### src/fca_pkg.sv
`default_nettype none
package fca_pkg;

  typedef enum logic [1:0] {
    OP_LOAD  = 2'd0,
    OP_READ  = 2'd1,
    OP_ALLOC = 2'd2,
    OP_NONE  = 2'd3
  } op_e;

  typedef enum logic [1:0] {
    ST_OK      = 2'd0,
    ST_NOSPACE = 2'd1,
    ST_BADLEN  = 2'd2,
    ST_RANGE   = 2'd3
  } status_e;

  localparam logic [1:0] REG_FAT_SECTORS  = 2'd0;
  localparam logic [1:0] REG_DATA_SECTORS = 2'd1;
  localparam int CFG_DATA_W = 16;
  localparam logic [7:0] TAIL_FULL = 8'hFF;

  typedef struct packed {
    logic [1:0]  operation;
    logic [15:0] link_index;
    logic [15:0] link_value;
    logic [26:0] file_bytes;
  } req_t;

  typedef struct packed {
    logic [1:0]  status;
    logic [16:0] first_sector;
    logic [15:0] read_value;
    logic [16:0] data_sector;
    logic        end_full;
    logic        end_partial;
    logic        group_dirty;
    logic [7:0]  tail_high;
    logic [7:0]  tail_low;
    logic [1:0]  tail_valid;
  } rsp_t;

endpackage
`default_nettype wire

### src/fca_ctrl.sv
`default_nettype none
module fca_ctrl #(
  parameter int LINK_COUNT      = 65536,
  parameter int SECTOR_BYTES    = 1024,
  parameter int MAX_FAT_SECTORS = 128,
  parameter int AW              = 16
) (
  input  wire logic           clk_i,
  input  wire logic           rst_ni,
  input  wire logic [7:0]     fat_q_i,
  input  wire logic [15:0]    data_q_i,
  input  wire logic           req_valid_i,
  output logic                req_stall_o,
  input  wire fca_pkg::req_t  req_i,
  output logic                rsp_valid_o,
  input  wire logic           rsp_stall_i,
  output fca_pkg::rsp_t       rsp_o,
  output logic                mem_we_o,
  output logic [AW-1:0]       mem_waddr_o,
  output logic [15:0]         mem_wdata_o,
  output logic [AW-1:0]       mem_raddr_o,
  input  wire logic [15:0]    mem_rdata_i
);
  import fca_pkg::*;

  localparam int LPG   = SECTOR_BYTES / 2;
  localparam int GSH   = $clog2(LPG);
  localparam int GW    = (MAX_FAT_SECTORS > 1) ? $clog2(MAX_FAT_SECTORS) : 1;
  localparam int SSH   = $clog2(SECTOR_BYTES);
  localparam int NW    = 28 - SSH;

  typedef enum logic [3:0] {
    S_IDLE, S_RDW, S_RD, S_WALK, S_TAKE, S_HEAD, S_TAIL, S_W0, S_WT, S_OUT
  } state_e;

  state_e       state_q;
  req_t         req_q;
  rsp_t         rsp_q;
  logic         out_q;
  logic [NW-1:0] need_q, cnt_q;
  logic [15:0]  cur_q, first_q, head_q;
  logic [MAX_FAT_SECTORS-1:0] dirty_q;
  logic [SSH-1:0] rem_q;
  logic         we_q;
  logic [AW-1:0] wa_q, ra_q;
  logic [15:0]  wd_q;

  logic [7:0] fatc;
  assign fatc = (fat_q_i == 8'd0) ? 8'd1 : fat_q_i;

  function automatic logic addr_ok(input logic [15:0] i, input logic [7:0] f,
                                   input logic [15:0] d);
    logic [15:0] g;
    g = 16'(i >> GSH);
    return (32'(i) < LINK_COUNT) && (i <= d) && (g < 16'(f)) &&
           (32'(g) < MAX_FAT_SECTORS);
  endfunction

  function automatic logic [GW-1:0] grp(input logic [15:0] i);
    return GW'(i >> GSH);
  endfunction

  logic [16:0] sec;
  assign sec = 17'(req_q.link_index) + 17'(fatc) - 17'd1;

  logic [NW-1:0] need_d;
  assign need_d = NW'((28'(req_i.file_bytes) + 28'(SECTOR_BYTES - 1)) >> SSH);

  assign req_stall_o = (state_q != S_IDLE) || out_q;
  assign rsp_valid_o = out_q;
  assign rsp_o = rsp_q;
  assign mem_we_o = we_q;
  assign mem_waddr_o = wa_q;
  assign mem_wdata_o = wd_q;
  assign mem_raddr_o = ra_q;

  always_ff @(posedge clk_i or negedge rst_ni) begin
    if (!rst_ni) begin
      state_q <= S_IDLE;
      out_q   <= 1'b0;
      dirty_q <= '0;
      we_q    <= 1'b0;
    end else begin
      we_q <= 1'b0;
      if (out_q && !rsp_stall_i) begin
        out_q <= 1'b0;
      end
      case (state_q)
        S_IDLE: begin
          if (req_valid_i && !req_stall_o) begin
            req_q <= req_i;
            rsp_q <= '0;
            rem_q <= req_i.file_bytes[SSH-1:0];
            need_q <= need_d;
            if (req_i.operation == OP_ALLOC) begin
              if (req_i.file_bytes == '0) begin
                rsp_q.status <= ST_BADLEN;
                out_q <= 1'b1;
              end else begin
                ra_q <= '0;
                cnt_q <= '0;
                state_q <= S_RD;
              end
            end else if (req_i.operation == OP_NONE ||
                         !addr_ok(req_i.link_index, fatc, data_q_i)) begin
              rsp_q.status <= ST_RANGE;
              out_q <= 1'b1;
            end else if (req_i.operation == OP_LOAD) begin
              we_q <= 1'b1;
              wa_q <= AW'(req_i.link_index);
              wd_q <= req_i.link_value;
              rsp_q.status <= ST_OK;
              out_q <= 1'b1;
            end else begin
              ra_q <= AW'(req_i.link_index);
              state_q <= S_RDW;
            end
          end
        end
        S_RDW: begin
          state_q <= S_OUT;
        end
        S_OUT: begin
          state_q <= S_IDLE;
          rsp_q.status <= ST_OK;
          rsp_q.read_value <= mem_rdata_i;
          rsp_q.data_sector <= sec;
          rsp_q.end_full <= (mem_rdata_i == 16'd0);
          rsp_q.end_partial <= (mem_rdata_i == req_q.link_index);
          rsp_q.group_dirty <= dirty_q[grp(req_q.link_index)];
          out_q <= 1'b1;
        end
        S_RD: begin
          state_q <= S_WALK;
        end
        S_WALK: begin
          // mem_rdata_i is link of ra_q
          if (cnt_q == need_q) begin
            ra_q <= '0;
            cnt_q <= '0;
            state_q <= S_TAKE;
          end else if (mem_rdata_i == 16'd0 ||
                       !addr_ok(mem_rdata_i, fatc, data_q_i)) begin
            rsp_q.status <= ST_NOSPACE;
            out_q <= 1'b1;
            state_q <= S_IDLE;
          end else begin
            ra_q <= AW'(mem_rdata_i);
            cnt_q <= cnt_q + 1'b1;
            state_q <= S_RD;
          end
        end
        S_TAKE: begin
          state_q <= S_HEAD;
        end
        S_HEAD: begin
          if (cnt_q == need_q) begin
            cur_q <= 16'(ra_q);
            head_q <= mem_rdata_i;
            state_q <= S_W0;
          end else begin
            if (cnt_q == '0) first_q <= mem_rdata_i;
            ra_q <= AW'(mem_rdata_i);
            cnt_q <= cnt_q + 1'b1;
            state_q <= S_TAKE;
          end
        end
        S_W0: begin
          ra_q <= AW'(cur_q);
          state_q <= S_TAIL;
          we_q <= 1'b1;
          wa_q <= '0;
          wd_q <= head_q;
        end
        S_TAIL: begin
          state_q <= S_WT;
        end
        S_WT: begin
          logic [15:0] nv;
          nv = (rem_q == '0) ? 16'd0 : cur_q;
          if (head_q != first_q) dirty_q[0] <= 1'b1;
          if (mem_rdata_i != nv) dirty_q[grp(cur_q)] <= 1'b1;
          we_q <= 1'b1;
          wa_q <= AW'(cur_q);
          wd_q <= nv;
          if (rem_q == SSH'(SECTOR_BYTES - 1)) begin
            rsp_q.tail_high <= TAIL_FULL;
            rsp_q.tail_valid <= 2'd1;
          end else if (rem_q != '0) begin
            rsp_q.tail_high <= 8'(32'(rem_q) >> 8);
            rsp_q.tail_low <= rem_q[7:0];
            rsp_q.tail_valid <= 2'd3;
          end
          rsp_q.status <= ST_OK;
          rsp_q.first_sector <= 17'(first_q) + 17'(fatc) - 17'd1;
          out_q <= 1'b1;
          state_q <= S_IDLE;
        end
        default: state_q <= S_IDLE;
      endcase
    end
  end
endmodule
`default_nettype wire

### config.mk
export PLATFORM = sky130hd
export DESIGN_NAME = fca_ctrl
export DESIGN_NICKNAME = d
export VERILOG_FILES = /design/src/fca_pkg.sv /design/src/fca_ctrl.sv
export SDC_FILE = /design/constraint.sdc
export NUM_CORES = 1
export LEC_CHECK = 0
export ABC_AREA = 1
export ABC_CLOCK_PERIOD_IN_PS = 9100
export BUFFER_PORTS_ARGS = -buffer_cell sky130_fd_sc_hd__buf_2
export CAP_MARGIN = 20
export CORE_ASPECT_RATIO = 0.75
export CORE_UTILIZATION = 40
export CTS_BUF_LIST = sky130_fd_sc_hd__clkbuf_4 sky130_fd_sc_hd__clkbuf_8
export CTS_CLUSTER_DIAMETER = 40
export CTS_CLUSTER_SIZE = 20
export DETAILED_ROUTE_END_ITERATION = 16
export SETUP_SLACK_MARGIN = 0.02
export SLEW_MARGIN = 20
export SYNTH_ARGS = -nofsm -noshare
export SYNTH_HDL_FRONTEND = slang
export SYNTH_SLANG_ARGS = --single-unit
### constraint.sdc
create_clock -name clk_i -period 9.1 [get_ports clk_i]
set_clock_uncertainty 0.05 [all_clocks]
set_input_delay 1.365 -clock clk_i [delete_from_list [all_inputs] [get_ports clk_i]]
set_output_delay 1.365 -clock clk_i [all_outputs]
set_load 0.005 [all_outputs]
==> run summary <==
status - completed
Core Area - 49050 sq um
Area growth, synth to finish - 14.52%
pwr/cell area - 200.7 nW/um^2
die width - 260.3 um
DR vias - 17657
initial antenna violation count - 2
Power Internal - 2.956 mW
Max rail drop VDD - 106.5 uV
antenna viol nets, final - 0
Mean Syn Cell Area - 8.482 sq um
detailed router's first-iteration violation count - 2151
most frequent cells in the layout - 442 x nand2_1, 360 x inv_1, 281 x nor2_1, 243 x nand3_1, 227 x buf_2
Hold WS - 0.3999 ns
Yosys reg bits - 360
global placer's final weighted congestion - 0.9175
YS warnings - 0
crit path capture - rsp_o[67]
Psw - 1.645 mW
Setup-failing EPs final - 0
Flop pwr share - 0.450
initial cell density of the core - 0.4081
dominant synthesized flop cell - edfxtp_1
RSZ-0062 raised after global routing - no
CTS tree - built
Critical Path RT - 9.48 ns
Comb power frac - 0.230
Lkg Pwr - 10.31 nW
post-synthesis cell area - 20020 sq um
Cell Count Post-Placement - 3168
cts hold-fix bufs - 0
share of synthesized flip-flops with an asynchronous set or reset - 0.3722
CTS buffer count - 50
post-route clock period utilization - 0.4332
row cnt - 70
post-synthesis sequential area ratio - 0.5065
endpoint type of the worst setup path - flop
die height - 195.7 um
max cap viols - 0
beginning of the worst register-to-register path - state_q[3]
Cell variety after synth - 49
R2R setup slack - 5.58 ns
HP Class - flop to flop
area leader, netlist - edfxtp_1
die area - 50950 sq um
Clk pwr share - 0.320
Clk Latency, worst-skew pair - 0.70 ns
sum of negative setup slack - 0 ns
routed vias/inst - 5.408
clock-pin slew on the worst setup and hold paths - 0.08 ns
CP startpoint kind - input pin
share of layout cells above drive strength 1 - 0.1407
r2r endpoint - mem_wdata_o[7]
final hold viol count - 0
DRC violation count after routing - 0
final wirelength - 65860 um
Root Buffer - clkbuf_8
Total Power - 4.601 mW
crit path DAT - 4.32 ns
vias in the first global route - 16459
drt wl/cell - 20.17 um
post_cts resized - 0
Yosys top cell area share - 0.3390
Syn Nets - 2559
Rel. slew slack - 0.2197
slew at the pin closest to its max-slew limit - 1.170 ns
Tmin final - 3.943 ns
Max Slew Vio Count - 0
drt first pass iters - 6
Gate Count Post-Synth - 2360
H-Tree Depth - 2
Nets - 2772
Post CTS Setup Buffer Count - 0
synth top area cells - edfxtp_1 34%, dfrtp_1 17%, nand2_1 8.3%
boundary pin count - 229
Post-DP HPWL - 46370 um
commonest non-fill, non-tap cell in the layout - nand2_1
clock sinks - 360
GRT Total Usage - 0.2543
f_max - 253.6 MHz
Sw Share - 0.3575
Port Buffers - 228
first-pass GRT wire length - 97880 um
CP startpoint - fat_q_i[2]
reg2reg path depth - 8
fillcell total - 4736
type of the worst setup path - input pin to flop
Max FO, Critical Path - 5
Cell Count, Final, Fillers Out - 3265
Post-synth EDFFs - 226
Bufs on Longest Clock Path - 3
Remaining Overflow, GRT - 0
largest net degree at the start of global routing - 105
[area by class of cell]
cell class	instances	area, sq um	share of cell area
clock buffers	54	724.4	0.03160
diodes	2	5.005	0.0002183
inverters	366	1374	0.05993
flip-flops and latches	360	10140	0.4423
well taps	648	810.8	0.03537
clock inverters	40	449.2	0.01959
multi-input cells	1546	8097	0.3532
repair buffers	249	1325	0.05780
[critical path, cell delays in order]
cell	delay (ns)
buf_2	0.10
inv_1	0.27
nand3_1	0.13
o21bai_1	0.25
inv_1	0.13
ha_1	0.19
inv_1	0.05
ha_1	0.15
inv_1	0.05
fa_1	0.35
inv_1	0.09
nand3_1	0.07
nand2_1	0.11
a21oi_1	0.12
o21ai_0	0.29
a21boi_0	0.17
o21ai_0	0.23
nand2_1	0.08
nand2_1	0.06
nor2_1	0.05
[Yosys cell counts (all sizes together) (4+ instances only)]
library cell,n
nand4,22
a21o,9
clkbuf,49
o311ai,5
o221ai,7
xnor2,13
nand2,443
dfrtp,134
o21ai,124
nor3b,5
nor3,24
buf,39
a31oi,4
clkinv,5
a21oi,153
inv,361
a32o,4
nand3,245
ha,92
o211ai,21
xor2,28
edfxtp,226
nor4,15
o22ai,10
nor2,291
[logic make-up (layout without fill, tap and decap cells)]
group / after synthesis / in the layout / synth area share
adders and majority gates: 94 / 94 / 0.05950
and+or+nand+nor: 1053 / 1053 / 0.2229
buffers and inverters: 454 / 709 / 0.09276
xor gates and xnor gates: 41 / 41 / 0.01794
other: 0 / 2 / 0
DFF: 360 / 360 / 0.5065
AOI/OAI and AO/OA: 358 / 358 / 0.1004
[stage by stage]
step	utilization	instance area [sq um]	worst slack (ns)
6_report	0.4674	22920	5.157
3_3_place_gp	0.4426	21710	4.434
5_1_grt	0.4673	22920	4.860
3_5_place_dp	0.4426	21710	4.342
4_1_cts	0.4665	22880	5.050
2_1_floorplan	-	20020	4.480
[state kept, by name (all words and copies together) (netlist names)]
signal,count
rsp_o,68
cnt_q,18
rsp_valid_o,1
cur_q,16
head_q,16
mem_waddr_o,16
mem_we_o,1
first_q,16
mem_raddr_o,16
req_q,16
rem_q,10
dirty_q,128
mem_wdata_o,16
state_q,4
need_q,18
[routing by layer]
metal / wire length, um / up-vias / GRT usage
li1: - / 8269 / -
met1: 29180 / 8397 / 0.3680
met2: 28370 / 878 / 0.3746
met3: 6555 / 113 / 0.05879
met4: 1749 / 0 / 0.08165
met5: 0 / - / 0
[power by group through the flow]
stage               combinational (mW)  clock [mW]  sequential [mW]
floorplan                        0.580           0             2.09
global placement                  1.04           0             2.11
detailed placement                1.04           0             2.11
CTS                               1.04        1.50             2.07
global route                      1.15        1.56             2.08
finish                            1.06        1.47             2.07
[how the worst min path moves through the flow]
| stage | from | end | depth (start not counted) |
|---|---|---|---|
| after floorplan | dirty_q[100] | dirty_q[100] | 2 |
| after global placement | dirty_q[62] | dirty_q[62] | 2 |
| after detailed placement | dirty_q[40] | dirty_q[40] | 2 |
| after CTS | dirty_q[104] | dirty_q[104] | 2 |
| after global routing | mem_raddr_o[8] | cur_q[8] | 0 |
| final | dirty_q[104] | dirty_q[104] | 2 |
Note: power is estimated with default switching activity, not from simulation.
